===== config.mk =====
export PLATFORM = sky130hd
export DESIGN_NAME = i2c_master_bit_engine_top
export DESIGN_NICKNAME = d
export VERILOG_FILES = /design/src/rtl/i2cbe_pkg.sv /design/src/rtl/i2c_master_bit_engine_top.sv
export SDC_FILE = /design/constraint.sdc
export NUM_CORES = 1
export LEC_CHECK = 0
export ABC_CLOCK_PERIOD_IN_PS = 4400
export BUFFER_PORTS_ARGS = -buffer_cell sky130_fd_sc_hd__buf_4
export CORE_MARGIN = 2
export CORE_UTILIZATION = 59
export CTS_CLUSTER_DIAMETER = 200
export DETAILED_ROUTE_END_ITERATION = 7
export GPL_ROUTABILITY_DRIVEN = 1
export PLACE_DENSITY = 0.9
export SKIP_LAST_GASP = 1
export SLEW_MARGIN = 20
export SYNTH_ARGS = -nofsm -noshare
export SYNTH_HDL_FRONTEND = slang
export SYNTH_SLANG_ARGS = --single-unit

===== constraint.sdc =====
create_clock -name clk -period 4.4 [get_ports clk]
set_clock_uncertainty 0.1 [all_clocks]
set_input_delay 0.44 -clock clk [delete_from_list [all_inputs] [get_ports clk]]
set_output_delay 0.44 -clock clk [all_outputs]
set_load 0.03 [all_outputs]

===== src/rtl/i2cbe_pkg.sv =====
// Shared types and constants for the I2C master bit engine.
package i2cbe_pkg;

    localparam int TICK_COUNT_BITS_DEF = 16;
    localparam int HALF_PERIOD_W       = 16;
    localparam int BYTE_W              = 8;
    localparam int IN_TDATA_W          = 16;
    localparam int OUT_TDATA_W         = 16;

    localparam logic [HALF_PERIOD_W-1:0] HALF_PERIOD_RST = HALF_PERIOD_W'(1);
    localparam logic [3:0]               BITS_PER_BYTE   = 4'd8;

    typedef enum logic [1:0] {
        OP_START = 2'd0,
        OP_STOP  = 2'd1,
        OP_WRITE = 2'd2,
        OP_READ  = 2'd3
    } op_t;

    // Line levels for one segment: scl then sda, 1 means released.
    typedef struct packed {
        logic scl;
        logic sda;
    } lines_t;

endpackage


===== src/rtl/i2c_master_bit_engine_top.sv =====
// I2C master bit engine: one input word per timing tick, one result word per input word.
// Each result word is registered in the output register, or in the skid entry on a stall.
// Throughput: one word per cycle while the skid entry is empty; the state update is one pass
// from the state registers to the result register; a one-entry skid absorbs a master stall.
// Reset: rst_n clears the engine to idle with SCL and SDA released, the half period to one
// tick, the read byte and acknowledge flag to zero, and both output stages to empty.
module i2c_master_bit_engine_top
    import i2cbe_pkg::*;
#(
    parameter int TICK_COUNT_BITS = TICK_COUNT_BITS_DEF
)
(
    input  logic                     clk,
    input  logic                     rst_n,
    // configuration: half_period_ticks
    input  logic                     cfg_we,
    input  logic [HALF_PERIOD_W-1:0] cfg_data,
    // slave side
    input  logic                     s_axis_tvalid,
    output logic                     s_axis_tready,
    // [0] cmd_valid, [8:1] write_data, [9] send_ack, [10] sda_sense, [15:11] zero
    input  logic [IN_TDATA_W-1:0]    s_axis_tdata,
    // [1:0] op
    input  logic [1:0]               s_axis_tuser,
    // master side
    output logic                     m_axis_tvalid,
    input  logic                     m_axis_tready,
    // [0] scl_level, [1] sda_drive, [2] busy_res, [3] done_res, [11:4] read_data,
    // [12] ack_missing, [15:13] zero
    output logic [OUT_TDATA_W-1:0]   m_axis_tdata
);

    localparam int TCB = TICK_COUNT_BITS;
    localparam int PW  = ((TCB > HALF_PERIOD_W) ? TCB : HALF_PERIOD_W) + 1;

    // engine state
    logic [HALF_PERIOD_W-1:0] half_period_reg;
    logic [TCB-1:0]           tick_count_reg, tick_count_next;
    logic [3:0]               bit_index_reg, bit_index_next;
    logic [1:0]               sub_phase_reg, sub_phase_next;
    logic [BYTE_W-1:0]        shift_reg, shift_next;
    op_t                      cmd_reg, cmd_next;
    logic                     ack_choice_reg, ack_choice_next;
    logic                     nack_reg, nack_next;
    logic                     active_reg, active_next;
    logic                     scl_reg, scl_next;
    logic                     sda_reg, sda_next;
    logic [BYTE_W-1:0]        read_hold_reg, read_hold_next;
    logic                     done_next;

    // output stages
    logic                     out_valid_reg;
    logic [OUT_TDATA_W-1:0]   out_data_reg;
    logic                     skid_valid_reg;
    logic [OUT_TDATA_W-1:0]   skid_data_reg;

    logic                     accept;
    logic                     out_free;
    logic [OUT_TDATA_W-1:0]   result;

    // input fields
    logic                     in_cmd_valid;
    op_t                      in_op;
    logic [BYTE_W-1:0]        in_write_data;
    logic                     in_send_ack;
    logic                     in_sense;

    // half period handling
    logic [PW-1:0]            hp_ext;
    logic [PW-1:0]            hp_limit;
    logic [PW-1:0]            hp_eff;
    logic [PW-1:0]            tick_inc;
    logic                     seg_end;
    logic                     finish;
    lines_t                   lines;

    assign in_cmd_valid  = s_axis_tdata[0];
    assign in_write_data = s_axis_tdata[8:1];
    assign in_send_ack   = s_axis_tdata[9];
    assign in_sense      = s_axis_tdata[10];
    assign in_op         = op_t'(s_axis_tuser);

    assign s_axis_tready = !skid_valid_reg;
    assign accept        = s_axis_tvalid && s_axis_tready;
    assign out_free      = !out_valid_reg || m_axis_tready;
    assign m_axis_tvalid = out_valid_reg;
    assign m_axis_tdata  = out_data_reg;

    // Clamp the period to 1..2^TCB ticks.
    assign hp_ext   = PW'(half_period_reg);
    assign hp_limit = PW'(1) << TCB;
    always_comb
    begin
        priority if (hp_ext == '0)
            hp_eff = PW'(1);
        else if (hp_ext > hp_limit)
            hp_eff = hp_limit;
        else
            hp_eff = hp_ext;
    end

    assign tick_inc = PW'(tick_count_reg) + PW'(1);
    assign seg_end  = (tick_inc >= hp_eff);

    // Line levels of the segment given by the command position.
    function automatic lines_t drive_lines(input op_t cmd, input logic [1:0] sub,
                                           input logic [3:0] bidx, input logic msb,
                                           input logic ack, input lines_t cur);
        lines_t l;
        l = cur;
        unique case (cmd)
            OP_START:
            begin
                l.sda = (sub == 2'd0);
                l.scl = (sub != 2'd2);
            end
            OP_STOP:
            begin
                l.sda = (sub == 2'd2);
                if (sub != 2'd0)
                    l.scl = 1'b1;
            end
            OP_WRITE, OP_READ:
            begin
                if (bidx < BITS_PER_BYTE)
                begin
                    if (sub == 2'd0)
                    begin
                        l.scl = 1'b0;
                        l.sda = (cmd == OP_WRITE) ? msb : 1'b1;
                    end
                    else
                        l.scl = 1'b1;
                end
                else
                begin
                    if (sub == 2'd0)
                    begin
                        l.scl = 1'b0;
                        l.sda = (cmd == OP_WRITE) ? 1'b1 : !ack;
                    end
                    else
                        l.scl = (sub == 2'd1);
                end
            end
            default: l = cur;
        endcase
        return l;
    endfunction

    always_comb
    begin
        tick_count_next = tick_count_reg;
        bit_index_next  = bit_index_reg;
        sub_phase_next  = sub_phase_reg;
        shift_next      = shift_reg;
        cmd_next        = cmd_reg;
        ack_choice_next = ack_choice_reg;
        nack_next       = nack_reg;
        active_next     = active_reg;
        scl_next        = scl_reg;
        sda_next        = sda_reg;
        read_hold_next  = read_hold_reg;
        done_next       = 1'b0;
        finish          = 1'b0;
        lines           = '{scl: scl_reg, sda: sda_reg};

        if (active_reg)
        begin
            if (seg_end)
            begin
                tick_count_next = '0;
                if (cmd_reg == OP_START || cmd_reg == OP_STOP)
                begin
                    sub_phase_next = sub_phase_reg + 2'd1;
                    finish         = (sub_phase_reg == 2'd2);
                end
                else if (bit_index_reg < BITS_PER_BYTE)
                begin
                    if (sub_phase_reg == 2'd0)
                        sub_phase_next = 2'd1;
                    else
                    begin
                        // shift out the sent bit, or shift in the sampled one
                        shift_next = (cmd_reg == OP_WRITE) ? {shift_reg[BYTE_W-2:0], 1'b0}
                                                           : {shift_reg[BYTE_W-2:0], in_sense};
                        bit_index_next = bit_index_reg + 4'd1;
                        sub_phase_next = 2'd0;
                    end
                end
                else
                begin
                    if (sub_phase_reg == 2'd1 && cmd_reg == OP_WRITE)
                        nack_next = in_sense;
                    sub_phase_next = sub_phase_reg + 2'd1;
                    finish         = (sub_phase_reg == 2'd2);
                end

                if (finish)
                begin
                    active_next    = 1'b0;
                    done_next      = 1'b1;
                    bit_index_next = '0;
                    sub_phase_next = '0;
                    if (cmd_reg == OP_READ)
                    begin
                        read_hold_next = shift_next;
                        sda_next       = 1'b1;
                    end
                end
                else
                begin
                    lines    = drive_lines(cmd_reg, sub_phase_next, bit_index_next,
                                           shift_next[BYTE_W-1], ack_choice_reg, lines);
                    scl_next = lines.scl;
                    sda_next = lines.sda;
                end
            end
            else
                tick_count_next = tick_inc[TCB-1:0];
        end
        else if (in_cmd_valid)
        begin
            cmd_next        = in_op;
            ack_choice_next = in_send_ack;
            shift_next      = (in_op == OP_WRITE) ? in_write_data : '0;
            bit_index_next  = '0;
            sub_phase_next  = '0;
            tick_count_next = '0;
            active_next     = 1'b1;
            lines           = drive_lines(in_op, 2'd0, 4'd0, in_write_data[BYTE_W-1],
                                          in_send_ack, lines);
            scl_next        = lines.scl;
            sda_next        = lines.sda;
        end
    end

    assign result = {3'b000, nack_next, read_hold_next, done_next, active_next,
                     sda_next, scl_next};

    always_ff @(posedge clk or negedge rst_n)
    begin
        if (!rst_n)
        begin
            half_period_reg <= HALF_PERIOD_RST;
            tick_count_reg  <= '0;
            bit_index_reg   <= '0;
            sub_phase_reg   <= '0;
            shift_reg       <= '0;
            cmd_reg         <= OP_START;
            ack_choice_reg  <= 1'b0;
            nack_reg        <= 1'b0;
            active_reg      <= 1'b0;
            scl_reg         <= 1'b1;
            sda_reg         <= 1'b1;
            read_hold_reg   <= '0;
        end
        else
        begin
            if (cfg_we)
                half_period_reg <= cfg_data;
            if (accept)
            begin
                tick_count_reg <= tick_count_next;
                bit_index_reg  <= bit_index_next;
                sub_phase_reg  <= sub_phase_next;
                shift_reg      <= shift_next;
                cmd_reg        <= cmd_next;
                ack_choice_reg <= ack_choice_next;
                nack_reg       <= nack_next;
                active_reg     <= active_next;
                scl_reg        <= scl_next;
                sda_reg        <= sda_next;
                read_hold_reg  <= read_hold_next;
            end
        end
    end

    // Output register with one skid entry; the skid drains before new words land.
    always_ff @(posedge clk or negedge rst_n)
    begin
        if (!rst_n)
        begin
            out_valid_reg  <= 1'b0;
            skid_valid_reg <= 1'b0;
        end
        else if (out_free)
        begin
            if (skid_valid_reg)
            begin
                out_valid_reg  <= 1'b1;
                skid_valid_reg <= 1'b0;
            end
            else
                out_valid_reg <= accept;
        end
        else if (accept)
            skid_valid_reg <= 1'b1;
    end

    always_ff @(posedge clk)
    begin
        if (out_free)
        begin
            if (skid_valid_reg)
                out_data_reg <= skid_data_reg;
            else if (accept)
                out_data_reg <= result;
        end
        else if (accept)
            skid_data_reg <= result;
    end

    a_skid_behind_out: assert property (@(posedge clk) disable iff (!rst_n)
        skid_valid_reg |-> out_valid_reg)
        else $error("skid entry held while output register empty");

    a_idle_position: assert property (@(posedge clk) disable iff (!rst_n)
        !active_reg |-> (bit_index_reg == '0 && sub_phase_reg == '0))
        else $error("idle engine left with a bit position");

    a_bit_range: assert property (@(posedge clk) disable iff (!rst_n)
        bit_index_reg <= BITS_PER_BYTE)
        else $error("bit index beyond the acknowledge slot");

    a_done_ends_busy: assert property (@(posedge clk) disable iff (!rst_n)
        (accept && done_next) |=> !active_reg)
        else $error("engine still busy after finishing a command");

    a_read_released: assert property (@(posedge clk) disable iff (!rst_n)
        (accept && done_next && cmd_reg == OP_READ) |=> sda_reg)
        else $error("SDA not released after a read");

endmodule

---- Word-level counts from Yosys, hierarchy flattened ----
Cells that the tools add are included.
storage, ports and cells
  register bits ........................... 89
  output and inout port bits .............. 18
  word-level logic and storage cells ...... 137
cells by class
  add/sub/neg operators ................... 3
  order comparisons ....................... 4
  equal/unequal tests ..................... 12
  multiplexer cells ....................... 77
  bitwise logic cells ..................... 2
  reduce and logical (&&, ||, !) cells .... 23
operators by type and width
  kind                                                                    number
  8-bit 2-to-1 mux                                                        11
  16-bit 2-to-1 mux                                                       3
  1-bit 2-to-1 mux                                                        38
  4-bit 2-to-1 mux                                                        9
  17-bit 2-to-1 mux                                                       2
  13-bit 2-to-1 mux                                                       2
  2-bit 2-to-1 mux                                                        9
  16-bit by 1-bit adder with 17-bit output, second input constant         1
  17-bit >= comparator                                                    1
  16-bit by 17-bit > comparator with 1-bit output, second input constant  1
  17-bit logical NOT                                                      1
  2-bit == test, second input constant                                    6
  2-bit by 1-bit == test with 1-bit output, second input constant         4
  2-bit logical NOT                                                       4
  4-bit < comparator, second input constant                               2
  2-bit nonzero test                                                      4
  2-bit case mux with 3 select lines                                      1
  2-bit AND reduction                                                     3
  3-bit AND reduction                                                     2
  4-bit by 1-bit adder with 4-bit output, second input constant           1
  2-bit OR reduction                                                      2
  1-bit logical NOT                                                       3
  1-bit case mux with 3 select lines                                      1
  2-bit by 1-bit adder with 2-bit output, second input constant           1
  other kinds (6)                                                         9

---- Logic depth before layout (Yosys ltp) ----
  depth after elaboration ................. 15
  gate-level depth with buffers ........... 16

---- Worst setup path before layout ----
Ideal clock, no wire load.
  path type ............................... reg2reg
  start point ............................. register tick_count_reg[2]
  end point ............................... register read_hold_reg[0]
  setup time .............................. 0.125 ns
  arrival time ............................ 3.305 ns
  data required time ...................... 4.175 ns
  slack ................................... 0.871 ns
  cell stages (with the launch flop) ...... 14
  period minus slack after synthesis ...... 3.529 ns
  cell sequence ........................... dfrtp_1 and4_1 and4_1 and3_1 nand3_1 xnor2_1 ha_1 nand4_1 o41ai_1 a41o_1 a21oi_2 a211o_1 nor3_4 mux2_2
between the ends
  cells in the longest elaborated chain, start to end .. 4
ends and longest elaborated chain
  element                                   RTL line                          text
  start: declaration                        i2c_master_bit_engine_top.sv:38   logic [TCB-1:0] tick_count_reg, tick_count_next;
  start signal: assignment                  i2c_master_bit_engine_top.sv:264  tick_count_reg <= tick_count_next;
  16-bit by 1-bit adder with 17-bit output  i2c_master_bit_engine_top.sv:102  assign tick_inc = PW'(tick_count_reg) + PW'(1);
  17-bit >= comparator                      i2c_master_bit_engine_top.sv:103  assign seg_end = (tick_inc >= hp_eff);
  8-bit 2-to-1 mux                          i2c_master_bit_engine_top.sv:170  if (seg_end)
  8-bit 2-to-1 mux                          i2c_master_bit_engine_top.sv:168  if (active_reg)
  end signal: assignment                    i2c_master_bit_engine_top.sv:274  read_hold_reg <= read_hold_next;
  end: declaration                          i2c_master_bit_engine_top.sv:48   logic [BYTE_W-1:0] read_hold_reg, read_hold_next;
Every way passes these cells.
A chain may end at the register's enable or synchronous reset.

---- Final worst setup path ----
  start point ............................. register tick_count_reg[2]
  end point ............................... register read_hold_reg[7]
Same word-level chain as after synthesis.

==> out/results.ini <==
[layout]
area_growth_syn_to_layout_pct=12.4
layout.nets=587
antenna_cells_inserted=0
post_route_cells_drive_above_1_share_pct=17.9

[timing]
setup-tns-final_ns=0
timing.final.crit_share_pct=95.2
fin_crit_ns=4.19
final_max_slew_viol_count=0
report.final.setup_viol=0
final.setup.worst_slack_ns=0.213
max_slew.worst_pin.slew_ns=0.788
grt_setup_unrepaired=false
max_freq_ghz=0.239
report.final.hold_viol_count=0
worst_slew_margin_rel_pct=47.4

[route]
detail_route.wirelength_um=10500
avgRoutedWirePerCell_um=16.6
drt.antenna.violating_nets=0
vias=3877
vias_per_cell=6.12
firstDrtPassIters=5
drcViolationCount=0
first_iter_violations=337

[placed_design]
port_buffers=48
dp_hpwl_um=7590
preCtsSetupSlack_ns=0.307
routability_driven_placement_congestion_ratio=0.918

[logic_synthesis]
synth.top_cells.by_area=sky130_fd_sc_hd__dfrtp_1 31%, sky130_fd_sc_hd__edfxtp_1 16%, sky130_fd_sc_hd__ha_1 5.7%
synth_top_cell_area_share_pct=31.2
synthCells=486
synth-main-ff-cell=sky130_fd_sc_hd__dfrtp_1
synth_enable_flop_cells=26
synthesis.yosys.warnings=0
library_cell_with_the_largest_summed_area_after_synthesis=sky130_fd_sc_hd__dfrtp_1
sequential_share_of_the_synthesized_area_pct=49.1
async_flop_share_pct=70.8
synthMostInstantiatedCell=sky130_fd_sc_hd__nand2_1
post_synth_num_cell_types=57
avgSynthCellArea_um2=9.89
syn_area_mm2=0.00481
ys_top_cells_by_count=71 x sky130_fd_sc_hd__nand2_1, 60 x sky130_fd_sc_hd__dfrtp_1, 32 x sky130_fd_sc_hd__nor2_1
ys_ff_latch=89

[cts]
clock_insertion_delay_worst_skew_ns=0.37
cts.reportedPaths.clkPinSlew_ns=0.10
cts-htree-levels=3
tritoncts.num_buffers=9
number_of_setup_buffers_added_after_cts=0
cts_tree=built
clock_tree.buffer_depth=2
cts-root-buf=sky130_fd_sc_hd__clkbuf_8
postCtsResizedCells=0
holdBufCountCts=0
clkSinkCount=89

[power]
net_sw_share_pct=37.4
static-leakage-power_uw=0.00248
power_per_unit_of_standard_cell_area_mw_per_mm2=431
intPower_uw=1460
power_frac_comb_pct=27.6
net-switching-power_uw=869
worst_vdd_rail_ir_drop_mv=0.197
clkPwrFrac_pct=24.0
pwr-share-seq_pct=48.3

[grt]
pin_count_of_the_biggest_net_entering_global_routing=64
grt_util_all_layers_pct=25.0
first_global_vias=3779
antenna_violations_before_repair=0
wire_length_of_the_first_global_routing_pass_um=17400
grt-ovfl-total=0

[floorplan]
coreArea_mm2=0.00781
die-height_um=94.3
area_of_the_die_mm2=0.00888
core.rowCount=32
initial_core_util_pct=61.6
pin_count=57
die_w_um=94.3

[setup_path]
worstSetupStartpointType=register
slowest_stage=sky130_fd_sc_hd__a211o_1
critical-path-top-delay-family=simple AND/OR/NAND/NOR gates
worst-endpoint-arrival_ns=4.35
cp_cell_sequence=and4_1 > and4_1 > and3_1 > nand3_1 > xnor2_1 > ha_1 > nand4_1 > o41ai_1 > a41o_1 > a21oi_2 > a211o_1 > nor3_4 > mux2_2
timing.critical_path.fanout_max=11
critical_path.max_stage_delay_ns=0.48
register_to_register_setup_slack_ns=0.21
worst-setup-path-type=register to register
endpoint_required_time_on_the_critical_path_ns=4.56
cell_with_the_most_instances_on_the_worst_path=sky130_fd_sc_hd__and4_1
cp-end-kind=register
path_buf_inv=0

[job]
maxCapViolations=0

[min_path]
min-delay-path-class=input port to async pin

[status]
run_status=completed

==> final cells by class <==
type | instances | area (µm²)
timing repair buffer | 51 | 383
inverter | 27 | 101
tap | 102 | 128
sequential | 89 | 2360
fill | 588 | 2410
clock inverter | 7 | 70.1
clock buffer | 9 | 124
multi-input combinational | 348 | 2230
==> path summary, 6_finish.rpt <==
check | endpoint | from | cells after the start
worst max-delay path | read_hold_reg[7]$_DFFE_PN0P_ | tick_count_reg[2]$_DFFE_PN0P_ | 13
worst min-delay path | half_period_reg[3]$_DFFE_PN0P_ | rst_n | 1
worst max register to register | read_hold_reg[7]$_DFFE_PN0P_ | tick_count_reg[2]$_DFFE_PN0P_ | 13
worst min register to register | read_hold_reg[0]$_DFFE_PN0P_ | read_hold_reg[0]$_DFFE_PN0P_ | 1
max in group asynchronous | read_hold_reg[7]$_DFFE_PN0P_ | rst_n | 1
min in group clk | half_period_reg[2]$_DFFE_PN0P_ | cfg_data[2] | 3
==> power groups by stage <==
stage / Combinational [µW] / Clock (µW) / Sequential, µW
final: 643 / 560 / 1120
after global routing: 718 / 601 / 1140
after CTS: 640 / 563 / 1120
after detailed placement: 636 / 0 / 1130
after global placement: 607 / 0 / 1130
after floorplan: 467 / 0 / 1100
==> placed cells by master, fill, tap and decap left out, types with 4 or more instances in the layout <==
cell / n
sky130_fd_sc_hd__clkbuf_8: 9
sky130_fd_sc_hd__a22o_1: 16
sky130_fd_sc_hd__nor2_1: 31
sky130_fd_sc_hd__nand4_1: 9
sky130_fd_sc_hd__nand2_1: 71
sky130_fd_sc_hd__o31ai_1: 14
sky130_fd_sc_hd__edfxtp_1: 26
sky130_fd_sc_hd__inv_1: 26
sky130_fd_sc_hd__ha_1: 22
sky130_fd_sc_hd__nand3_1: 11
sky130_fd_sc_hd__a21oi_1: 29
sky130_fd_sc_hd__xor2_1: 5
sky130_fd_sc_hd__buf_4: 51
sky130_fd_sc_hd__mux2_2: 17
sky130_fd_sc_hd__xnor2_1: 9
sky130_fd_sc_hd__a211oi_1: 8
sky130_fd_sc_hd__o21ai_0: 28
sky130_fd_sc_hd__dfrtp_1: 60
sky130_fd_sc_hd__inv_8: 4
sky130_fd_sc_hd__and3_1: 5
sky130_fd_sc_hd__nor2b_1: 5
sky130_fd_sc_hd__nor3_1: 14
==> cell families after synthesis <==
family | Yosys count | share of synthesized area, %
xor+xnor | 14 | 2.55
mux | 18 | 4.19
simple gates | 166 | 16.2
flops | 89 | 49.1
buf+inv | 51 | 4.58
compound gates | 125 | 17.5
fa+ha+maj | 22 | 5.73
other cells | 1 | 0.0780
==> metrics by stage <==
stage | area, µm² | hold slack [ns] | util [%] | power, µW | instances
final | 5400 | 0.0403 | 69.2 | 2330 | 633
after global routing | 5400 | 0.103 | 69.2 | 2460 | 633
after CTS | 5400 | 0.0711 | 69.2 | 2320 | 633
after detailed placement | 5200 | 0.399 | 66.7 | 1770 | 617
after global placement | 5200 | 0.388 | 66.7 | 1730 | 617
after floorplan | 4810 | 0.0444 | - | 1560 | 488
==> routing by layer <==
| layer | wire length [µm] | track usage [%] | vias up |
|---|---|---|---|
| met5 | 0 | 0 | - |
| met4 | 282 | 10.1 | 0 |
| met3 | 575 | 5.30 | 27 |
| met2 | 5350 | 44.0 | 152 |
| met1 | 4330 | 29.8 | 1864 |
| li1 | - | - | 1834 |
==> worst reg2reg max path, stage by stage, from the launching register on <==
cell                      delay, ns
sky130_fd_sc_hd__dfrtp_1       0.45
sky130_fd_sc_hd__and4_1        0.25
sky130_fd_sc_hd__and4_1        0.26
sky130_fd_sc_hd__and3_1        0.26
sky130_fd_sc_hd__nand3_1       0.12
sky130_fd_sc_hd__xnor2_1       0.17
sky130_fd_sc_hd__ha_1          0.30
sky130_fd_sc_hd__nand4_1       0.15
sky130_fd_sc_hd__o41ai_1       0.47
sky130_fd_sc_hd__a41o_1        0.19
sky130_fd_sc_hd__a21oi_2       0.09
sky130_fd_sc_hd__a211o_1       0.48
sky130_fd_sc_hd__nor3_4        0.40
sky130_fd_sc_hd__mux2_2        0.39
Note: power is estimated with default switching activity, not from simulation.
